<file path="src/rtl/core/bda_pkg.sv">
package bda_pkg;

	localparam int TIME_BITS_DEF = 32;
	localparam int TIME_W        = 32;
	localparam int CFG_IDX_W     = 3;
	localparam int CFG_DATA_W    = 8;
	localparam int CHECK_W       = 6;
	localparam int REPORT_W      = 2;

	localparam logic [CFG_IDX_W-1:0] REG_PRESS_SETTLE   = 3'd0;
	localparam logic [CFG_IDX_W-1:0] REG_RELEASE_SETTLE = 3'd1;
	localparam logic [CFG_IDX_W-1:0] REG_CHECK_INTERVAL = 3'd2;
	localparam logic [CFG_IDX_W-1:0] REG_LONG_HOLD      = 3'd3;
	localparam logic [CFG_IDX_W-1:0] REG_REPEAT         = 3'd4;

	typedef logic [REPORT_W-1:0] report_t;

	typedef struct packed {
		logic              opcode;
		logic              which_button;
		logic [TIME_W-1:0] time_now;
		logic              button_down;
	} evt_t;

	typedef struct packed {
		logic [7:0]         press_settle_ticks;
		logic [7:0]         release_settle_ticks;
		logic [7:0]         check_interval_ticks;
		logic [CHECK_W-1:0] long_hold_checks;
		logic [CHECK_W-1:0] repeat_checks;
	} cfg_t;

endpackage

</file>
<file path="src/rtl/core/bda_ifs.sv">
interface bda_evt_if;
	import bda_pkg::*;

	logic valid;
	logic ready;
	evt_t data;

	modport source (output valid, output data, input ready);
	modport sink (input valid, input data, output ready);
endinterface

interface bda_rpt_if;
	import bda_pkg::*;

	logic    valid;
	logic    ready;
	report_t data;

	modport source (output valid, output data, input ready);
	modport sink (input valid, input data, output ready);
endinterface

</file>
<file path="src/rtl/core/bda_cfg.sv">
module bda_cfg (
	input  logic                           clk,
	input  logic                           arst_n,
	input  logic                           cfg_we,
	input  logic [bda_pkg::CFG_IDX_W-1:0]  cfg_index,
	input  logic [bda_pkg::CFG_DATA_W-1:0] cfg_wdata,
	output bda_pkg::cfg_t                  cfg
);
	import bda_pkg::*;

	cfg_t cfg_q;

	always_ff @(posedge clk or negedge arst_n) begin
		if (!arst_n) begin
			cfg_q.press_settle_ticks   <= 8'd7;
			cfg_q.release_settle_ticks <= 8'd1;
			cfg_q.check_interval_ticks <= 8'd1;
			cfg_q.long_hold_checks     <= CHECK_W'(25);
			cfg_q.repeat_checks        <= CHECK_W'(10);
		end else if (cfg_we) begin
			unique case (cfg_index)
				REG_PRESS_SETTLE:   cfg_q.press_settle_ticks   <= cfg_wdata;
				REG_RELEASE_SETTLE: cfg_q.release_settle_ticks <= cfg_wdata;
				REG_CHECK_INTERVAL: cfg_q.check_interval_ticks <= cfg_wdata;
				REG_LONG_HOLD:      cfg_q.long_hold_checks     <= cfg_wdata[CHECK_W-1:0];
				REG_REPEAT:         cfg_q.repeat_checks        <= cfg_wdata[CHECK_W-1:0];
				default: ;
			endcase
		end
	end

	assign cfg = cfg_q;

endmodule

</file>
<file path="src/rtl/core/bda_fsm.sv">
module bda_fsm #(
	parameter int TIME_BITS = bda_pkg::TIME_BITS_DEF
) (
	input  logic             clk,
	input  logic             arst_n,
	input  logic             step,
	input  bda_pkg::evt_t    item,
	input  bda_pkg::cfg_t    cfg,
	output bda_pkg::report_t report
);
	import bda_pkg::*;

	localparam int IN_W = (TIME_BITS < TIME_W) ? TIME_BITS : TIME_W;

	localparam logic [2:0] PH_IDLE         = 3'd0;
	localparam logic [2:0] PH_WAIT_PRESS   = 3'd1;
	localparam logic [2:0] PH_PRESSED      = 3'd2;
	localparam logic [2:0] PH_SHORT_HOLD   = 3'd3;
	localparam logic [2:0] PH_LONG_HOLD    = 3'd4;
	localparam logic [2:0] PH_WAIT_RELEASE = 3'd5;

	logic [2:0]           phase_q, phase_d;
	logic [TIME_BITS-1:0] ref_time_q, ref_time_d;
	report_t              latched_q, latched_d;
	logic [CHECK_W-1:0]   count_q, count_d;

	logic [TIME_BITS-1:0] now;
	logic [TIME_BITS-1:0] elapsed;
	logic [CHECK_W-1:0]   count_inc;
	logic                 press_done;
	logic                 release_done;
	logic                 interval_done;

	assign now           = TIME_BITS'(item.time_now[IN_W-1:0]);
	assign elapsed       = now - ref_time_q;
	assign press_done    = elapsed >= TIME_BITS'(cfg.press_settle_ticks);
	assign release_done  = elapsed >= TIME_BITS'(cfg.release_settle_ticks);
	assign interval_done = elapsed >= TIME_BITS'(cfg.check_interval_ticks);
	assign count_inc     = count_q + CHECK_W'(1);

	always_comb begin
		phase_d    = phase_q;
		ref_time_d = ref_time_q;
		latched_d  = latched_q;
		count_d    = count_q;
		report     = '0;
		if (!item.opcode) begin
			if (phase_q == PH_IDLE) begin
				phase_d    = PH_WAIT_PRESS;
				latched_d  = {1'b0, item.which_button} + REPORT_W'(1);
				ref_time_d = now;
			end
		end else begin
			unique case (phase_q)
				PH_WAIT_PRESS: begin
					if (press_done) begin
						ref_time_d = now;
						phase_d    = PH_PRESSED;
					end
				end
				PH_PRESSED: begin
					phase_d = PH_SHORT_HOLD;
					count_d = '0;
					report  = latched_q;
				end
				PH_SHORT_HOLD: begin
					if (interval_done) begin
						ref_time_d = now;
						if (!item.button_down) begin
							phase_d = PH_WAIT_RELEASE;
						end else if (count_inc >= cfg.long_hold_checks) begin
							count_d = '0;
							phase_d = PH_LONG_HOLD;
						end else begin
							count_d = count_inc;
						end
					end
				end
				PH_LONG_HOLD: begin
					if (interval_done) begin
						ref_time_d = now;
						if (!item.button_down) begin
							phase_d = PH_WAIT_RELEASE;
						end else if (count_inc >= cfg.repeat_checks) begin
							count_d = '0;
							report  = latched_q;
						end else begin
							count_d = count_inc;
						end
					end
				end
				PH_WAIT_RELEASE: begin
					if (release_done) begin
						phase_d = PH_IDLE;
					end
				end
				default: ;
			endcase
		end
	end

	always_ff @(posedge clk or negedge arst_n) begin
		if (!arst_n) begin
			phase_q    <= PH_IDLE;
			ref_time_q <= '0;
			latched_q  <= '0;
			count_q    <= '0;
		end else if (step) begin
			phase_q    <= phase_d;
			ref_time_q <= ref_time_d;
			latched_q  <= latched_d;
			count_q    <= count_d;
		end
	end

endmodule

</file>
<file path="src/rtl/core/button_debounce_autorepeat.sv">
// channel   dir  payload                                       beat when
// evt       in   opcode, which_button, time_now, button_down   evt.valid & evt.ready
// rpt       out  report                                        rpt.valid & rpt.ready
// cfg       in   cfg_index, cfg_wdata                          cfg_we
//
// One beat a cycle sustained while rpt is ready; a beat's report reaches rpt through
// the input register and then the state update into the output register.
// arst_n clears the machine to idle and the configuration registers to their defaults.
// A stalled report holds in the output register while the next beat is taken
// into the input register.
module button_debounce_autorepeat #(
	parameter int TIME_BITS = bda_pkg::TIME_BITS_DEF
) (
	input  logic                           clk,
	input  logic                           arst_n,
	bda_evt_if.sink                        evt,
	bda_rpt_if.source                      rpt,
	input  logic                           cfg_we,
	input  logic [bda_pkg::CFG_IDX_W-1:0]  cfg_index,
	input  logic [bda_pkg::CFG_DATA_W-1:0] cfg_wdata
);
	import bda_pkg::*;

	cfg_t    cfg;
	evt_t    item_s1;
	logic    valid_s1;
	logic    advance;
	report_t report;
	report_t report_s2;
	logic    valid_s2;

	bda_cfg u_cfg (
		.clk       (clk),
		.arst_n    (arst_n),
		.cfg_we    (cfg_we),
		.cfg_index (cfg_index),
		.cfg_wdata (cfg_wdata),
		.cfg       (cfg)
	);

	assign advance   = valid_s1 && (!valid_s2 || rpt.ready);
	assign evt.ready = !valid_s1 || advance;

	always_ff @(posedge clk or negedge arst_n) begin
		if (!arst_n) begin
			valid_s1 <= 1'b0;
		end else if (evt.valid && evt.ready) begin
			valid_s1 <= 1'b1;
		end else if (advance) begin
			valid_s1 <= 1'b0;
		end
	end

	always_ff @(posedge clk) begin
		if (evt.valid && evt.ready) begin
			item_s1 <= evt.data;
		end
	end

	bda_fsm #(
		.TIME_BITS (TIME_BITS)
	) u_fsm (
		.clk    (clk),
		.arst_n (arst_n),
		.step   (advance),
		.item   (item_s1),
		.cfg    (cfg),
		.report (report)
	);

	always_ff @(posedge clk or negedge arst_n) begin
		if (!arst_n) begin
			valid_s2 <= 1'b0;
		end else if (advance) begin
			valid_s2 <= 1'b1;
		end else if (rpt.ready) begin
			valid_s2 <= 1'b0;
		end
	end

	always_ff @(posedge clk) begin
		if (advance) begin
			report_s2 <= report;
		end
	end

	assign rpt.valid = valid_s2;
	assign rpt.data  = report_s2;

endmodule

</file>
<file path="src/flat_wrapper.sv">
// flat-port wrapper written by rule: the top's interface ports become plain ports
module button_debounce_autorepeat_flat import bda_pkg::*;
#(
	parameter int TIME_BITS = bda_pkg::TIME_BITS_DEF
)
  (clk, arst_n, cfg_we, cfg_index, cfg_wdata, evt_valid, evt_data, evt_ready, rpt_valid, rpt_data, rpt_ready);
  bda_evt_if evt_i ();
  bda_rpt_if rpt_i ();
  input  logic clk;
  input  logic arst_n;
  input  logic cfg_we;
  input  logic [bda_pkg::CFG_IDX_W-1:0] cfg_index;
  input  logic [bda_pkg::CFG_DATA_W-1:0] cfg_wdata;
  input wire logic [$bits(evt_i.valid)-1:0] evt_valid;
  input wire logic [$bits(evt_i.data)-1:0] evt_data;
  output wire logic [$bits(evt_i.ready)-1:0] evt_ready;
  output wire logic [$bits(rpt_i.valid)-1:0] rpt_valid;
  output wire logic [$bits(rpt_i.data)-1:0] rpt_data;
  input wire logic [$bits(rpt_i.ready)-1:0] rpt_ready;
  assign evt_i.valid = evt_valid;
  assign evt_i.data = evt_data;
  assign evt_ready = evt_i.ready;
  assign rpt_valid = rpt_i.valid;
  assign rpt_data = rpt_i.data;
  assign rpt_i.ready = rpt_ready;
  button_debounce_autorepeat #(.TIME_BITS(TIME_BITS)) u_core (.clk(clk), .arst_n(arst_n), .evt(evt_i), .rpt(rpt_i), .cfg_we(cfg_we), .cfg_index(cfg_index), .cfg_wdata(cfg_wdata));
endmodule
</file>
<file path="config.mk">
export PLATFORM = sky130hd
export DESIGN_NAME = button_debounce_autorepeat_flat
export DESIGN_NICKNAME = d
export VERILOG_FILES = /design/src/rtl/core/bda_pkg.sv /design/src/rtl/core/bda_ifs.sv /design/src/rtl/core/bda_cfg.sv /design/src/rtl/core/bda_fsm.sv /design/src/rtl/core/button_debounce_autorepeat.sv /design/src/flat_wrapper.sv
export SDC_FILE = /design/constraint.sdc
export NUM_CORES = 1
export LEC_CHECK = 0
export BUFFER_PORTS_ARGS = -buffer_cell sky130_fd_sc_hd__buf_2
export CAP_MARGIN = 20
export CORE_AREA = 5 5 153 155
export CTS_BUF_LIST = sky130_fd_sc_hd__clkbuf_16
export DETAILED_ROUTE_END_ITERATION = 16
export DIE_AREA = 0 0 158 160
export PLACE_DENSITY = 0.57
export SLEW_MARGIN = 20
export SYNTH_ARGS = -nofsm -noshare
export SYNTH_HDL_FRONTEND = slang
export SYNTH_SLANG_ARGS = --single-unit
</file>
<file path="constraint.sdc">
create_clock -name clk -period 8.6 [get_ports clk]
set_input_delay 1.29 -clock clk [delete_from_list [all_inputs] [get_ports clk]]
set_output_delay 1.29 -clock clk [all_outputs]
set_load 0.005 [all_outputs]
</file>
[After elaboration in Yosys (flattened, before gate mapping)]
Index checks and enable logic that the tools add are counted.
Storage, ports and cells
  register bits after elaboration: 118
  bits of input ports: 51
  output and inout bits: 4
  word-level logic and storage cells: 99
Operators by class
  order comparisons: 5
  $add $sub $neg: 3
  bitwise gates (word level): 1
  equality and inequality tests: 22
  reduce and logical (&&, ||, !) cells: 22
  multiplexer cells: 30
Operators with widths (number)
  $mux 32: 4
  $ge 32x8->1: 3
  $pmux 32 s2: 1
  $mux 6: 6
  $sub 32x32->32: 1
  $mux 3: 9
  $ne 3x3->1 const B: 7
  $pmux 6 s3: 1
  $pmux 3 s5: 1
  $eq 3x2->1 const B: 4
  $ge 6x6->1: 2
  $reduce_and 2->1: 5
  $eq 3x3->1 const B: 3
  $reduce_and 9->1: 1
  $reduce_and 7->1: 1
  $add 6x1->6 const B: 1
  $eq 3x1->1 const B: 2
  $logic_not 3->1: 2
  $mux 2: 3
  $ne 6x6->1 const B: 1
  $reduce_bool 2->1: 3
  $reduce_and 5->1: 1
  $mux 1: 4
  $ne 2x1->1 const B: 2
  other kinds (11): 15

[Logic depth before layout (Yosys ltp)]
  depth in word-level cells: 7
  gate-level depth with buffers: 19
  mapped depth without buffers: 19

[Modules after synthesis]
A second synthesis with hierarchy kept.
Unflattened totals
  cell total of the unflattened synthesis: 792
  area total of the unflattened synthesis: 8234.1 um^2
By module, submodules not included
  bda_fsm: cells an instance 667, instances 1, seq. area each 1076.0 um^2, area an instance 5622.9 um^2
  bda_cfg: cells an instance 80, instances 1, seq. area each 913.4 um^2, area an instance 1396.3 um^2
  button_debounce_autorepeat: cells an instance 45, instances 1, seq. area each 1161.1 um^2, area an instance 1214.9 um^2

[Worst setup path after synthesis]
No wires, ideal clock.
  path type: reg-to-reg
  from: register u_core.u_fsm.ref_time_q[0]
  to: register u_core.u_fsm.phase_q[2]
  stages on the path, launching flop included: 14
  clock period less this slack: 4.261 ns
  data arrival time: 4.130 ns
  buffers on the path: 0
  setup slack: 4.339 ns
  data required time: 8.469 ns
  library setup time: 0.131 ns
  path through: dfrtp_1 > ha_1 > fa_1 > nand2b_1 > a21oi_2 > o21ai_2 > a2111o_1 > a2111oi_4 > o31a_2 > o22ai_2 > or4_1 > or4b_4 > and4_4 > or3_1
Between the ends
  longest elaborated chain between the ends: 4
  elaborated cells between the ends (all ways): 9
  classes of those cells: add/sub: 1; order compare: 3; eq/ne: 4; reduce/logical: 1
RTL lines
  start, declared: RTL line bda_fsm.sv:23  | logic [TIME_BITS-1:0] ref_time_q, ref_time_d;
  start signal, assigned: RTL line bda_fsm.sv:110  | ref_time_q <= ref_time_d;
  $sub 32x32->32 *: RTL line bda_fsm.sv:35  | assign elapsed = now - ref_time_q;
  $ge 32x8->1 (on tied branches): RTL line bda_fsm.sv:38, bda_fsm.sv:36, bda_fsm.sv:37
  $ne 3x3->1 (no line)
  $reduce_and 9->1 (no line) *
  end signal, assigned: RTL line bda_fsm.sv:109  | phase_q <= phase_d;
  end, declared: RTL line bda_fsm.sv:22  | logic [2:0] phase_q, phase_d;
Mark *: on every way between the ends. The rest lies on a longest branch, timed or not.
A chain may end at the register's enable or synchronous reset.

[Worst setup path in the final report]
  from: register u_core.u_fsm.ref_time_q[0]
  to: register u_core.u_fsm.ref_time_q[14]
Between the ends
  longest elaborated chain between the ends: 4
  elaborated cells between the ends (all ways): 6
  classes of those cells: add/sub: 1; order compare: 2; eq/ne: 2; reduce/logical: 1
RTL lines (RTL line)
  $sub 32x32->32 *: bda_fsm.sv:35
  $ge 32x8->1 (on tied branches): bda_fsm.sv:38, bda_fsm.sv:36
  $ne 3x3->1 (no line)
  $reduce_and 5->1 (no line) *
Marked as above.

==> metrics <==
run status=complete, no violations; post-route non-filler standard cell count=~1100; Starting Density=0.3479; Worst Path Arrival=a little over 5 ns; Worst R2R End=u_core.u_fsm.ref_time_q[14]; core area=21690 um2; initial antenna violation count=0; GRT Total Usage=0.1374; Pwr Density=~350 nW/um2; Rel. slew slack=0.3368; via count=between 5000 and 6000; Max Slew Vio Count=0; clock skew=approximately 0.0064 ns; Startpoint Class=flip-flop; Clk pin slew, worst setup/hold paths=0.06 ns; Net Count, Synth=892; worst path cell trace=ha_1 -> fa_1 -> nand2b_1 -> a21oi_2 -> o21ai_0 -> a211oi_1 -> o22a_1 -> xor2_1 -> or4b_2 -> nor4_1 -> a31oi_4 -> buf_4 -> mux2_1; Seq cells post-synth=approximately 120; most frequent cells in the layout=inv_1 (78), dfrtp_1 (71), nand2_1 (69); cts repair resizes=0; Ant. Diodes=0; register area=approximately 3200 um2; final number of setup-violating endpoints=0; placed instance area=between 8000 and 9000 um2; met2 Use GR=0.2088; Top Usage Layer GRT=met2; Via density=5.146; Min Clock Period, post-route=4.891 ns; Antenna Nets Post-Route=0; Leak Pwr=~3.7 nW; R2R Path Start=u_core.u_fsm.ref_time_q[0]; CTS H-tree lvls=4; Die Wd=158 um; first-pass GRT wire length=roughly 28 mm; final worst-path cycle share=0.5688; CTS root buffer=clkbuf_16; Max Root-Sink Buffers=2; DR pass1 iterations=5; Crit path largest cell delay=0.67 ns; Gate Count Post-Synth=roughly 770; post-DP HPWL=12.84 mm; top cells by area, synth=dfrtp_1 (24%), edfxtp_1 (15%), ha_1 (11%), inv_1 (3.9%), o21ai_0 (3.6%); clock tree from TritonCTS=yes; Area Overhead vs Synth=14.69%; Worst EP required=around 8.9 ns; synth warn=0; hold depth=1; TritonCTS Buffers=17; placed cells=between 1000 and 1500; Rows=54; fill count=between 2000 and 2500; leading area contributor after synthesis=dfrtp_1; DIE AREA=25280 um2; Total Wirelength=between 15 and 20 mm; Die Y-Extent=about 160 um; gp weighted congestion=slightly above 0.9; Post-synth ARST share=0.6864; Crit Path Class=reg -> reg; vias in the first global route=around 5500; Iteration-0 DRC Markers=between 300 and 400; max cap viols=0; global route total overflow=0; synthesized area per cell=roughly 9.8 um2; Post-route DRC=0; Routed WL per cell=around 15 um; count of cell types in the netlist=74; R2R setup slack=about 3.7 ns; final total power=roughly 3.0 mW; worst skew pair latency=~0.42 ns; hold buffers post-CTS=0; RSZ-0062 raised after global routing=false; Critical-path top delay cell=or4b_2; Synth top area share=0.2355; Global Route met1 Usage=0.1942; CP Capture Type=flip-flop; post-route setup TNS=0 ns; CTS sink cnt=118; met3 usage=0.03302; largest net degree at the start of global routing=51; Hold Startpoint=u_core.item_s1[33]; post-synthesis sequential area ratio=0.4175; Nets=between 900 and 1000; I/O pins=55; Max IR drop VDD=0.1645 mV; Max FO, Critical Path=17; worst min-delay path category=reg -> reg; Max Freq=slightly above 200 MHz; Multi-input gate area=between 4000 and 5000 um2; Port Buffers=54; worst slew pin tran=roughly 0.99 ns; Reg2Reg Depth=13; Post-synth top flop=dfrtp_1; final hold vios=0; Post-synth EDFFs=37; layout cell share with drive strength beyond 1=0.1695; commonest non-fill, non-tap cell in the layout=inv_1; mapped cell area=~7500 um2; Hold EP=u_core.u_fsm.latched_q[0]; # Post-CTS Setup Buffers=0; final instance area=8655 um2
==> metal layers <==
layer,vias to the layer above,wire length (um)
li1,2911,-
met1,2721,8539
met2,108,7544
met3,13,607
met4,0,206
met5,-,0
==> registers in the layout (all words and copies together) (netlist names) <==
| name | count |
|---|---|
| u_core.u_cfg.cfg | 36 |
| u_core.item_s1 | 35 |
| u_core.u_fsm.ref_time_q | 32 |
| u_core.u_fsm.count_q | 6 |
| u_core.u_fsm.phase_q | 3 |
| u_core.rpt.data | 2 |
| u_core.u_fsm.latched_q | 2 |
| u_core.rpt.valid | 1 |
| u_core.valid_s1 | 1 |
==> report_power, final <==
group	switching (mW)	internal, mW
sequential	0.0751	0.729
combinational	0.926	0.650
clock	0.259	0.390
total	1.26	1.77
==> worst max path at each step <==
stage,startpoint,endpoint,cells past startpoint
3_5_place_dp,u_core.item_s1[1],u_core.u_fsm.ref_time_q[28],14
5_1_grt,u_core.u_fsm.ref_time_q[0],u_core.u_fsm.ref_time_q[15],13
3_3_place_gp,u_core.u_fsm.ref_time_q[0],u_core.u_fsm.ref_time_q[13],13
4_1_cts,u_core.u_fsm.ref_time_q[0],u_core.u_fsm.ref_time_q[14],13
2_1_floorplan,u_core.u_fsm.ref_time_q[0],u_core.u_fsm.phase_q[2],13
6_report,u_core.u_fsm.ref_time_q[0],u_core.u_fsm.ref_time_q[14],13
==> logic make-up after synthesis <==
| group | synth area share |
|---|---|
| xor+xnor | 0.02437 |
| flops | 0.4175 |
| mux | 0.07080 |
| buf+inv | 0.05571 |
| compound gates | 0.1724 |
| simple gates | 0.1438 |
| fa+ha+maj | 0.1154 |
==> area by class of cell <==
| type | count | share of cell area |
|---|---|---|
| timing repair buffer | 59 | 0.03585 |
| inverter | 78 | 0.03383 |
| multi-input combinational | 551 | 0.4634 |
| sequential | 118 | 0.3640 |
| clock buffer | 17 | 0.04915 |
| clock inverter | 15 | 0.01330 |
| tap | 280 | 0.04048 |
==> worst max-delay path: cells and delay by family (launching register included) <==
family                     cells  cell delay (ns)
and+or+nand+nor                3             1.43
buffers and inverters          1             0.36
muxes                          1             0.33
AOI/OAI and AO/OA              5             1.54
xor gates and xnor gates       1             0.10
DFF                            1             0.37
adders and majority gates      2             0.61
==> synthesized netlist by cell type, drive strengths merged (3+ instances only) <==
cell and number:
dfstp 10, nor2 43, nor4bb 3, inv 78
o21a 15, or4 4, a21o 15, clkbuf 14
and3 4, a31oi 8, a2111oi 4, mux2i 5
nand2b 15, xor2 8, nand2 70, and2 6
nand4 12, mux2 43, dfrtp 71, edfxtp 37
nor2b 7, nand3 11, o31ai 4, a211oi 9
ha 68, nor4 10, a21oi 46, buf 11
o41ai 4, o22ai 3, o211ai 5, nor3 18
xnor2 13, o21ai 59
==> metrics by stage <==
step           hold WS [ns]  worst slack (ns)    util
2_1_floorplan        0.4207             4.339       -
5_1_grt              0.4817             3.364  0.3990
4_1_cts              0.4470             3.703  0.3990
6_report             0.4459             3.709  0.3990
3_3_place_gp         0.4370             3.839  0.3741
3_5_place_dp         0.4397             3.710  0.3741
Power figures use the tool's default switching activity.
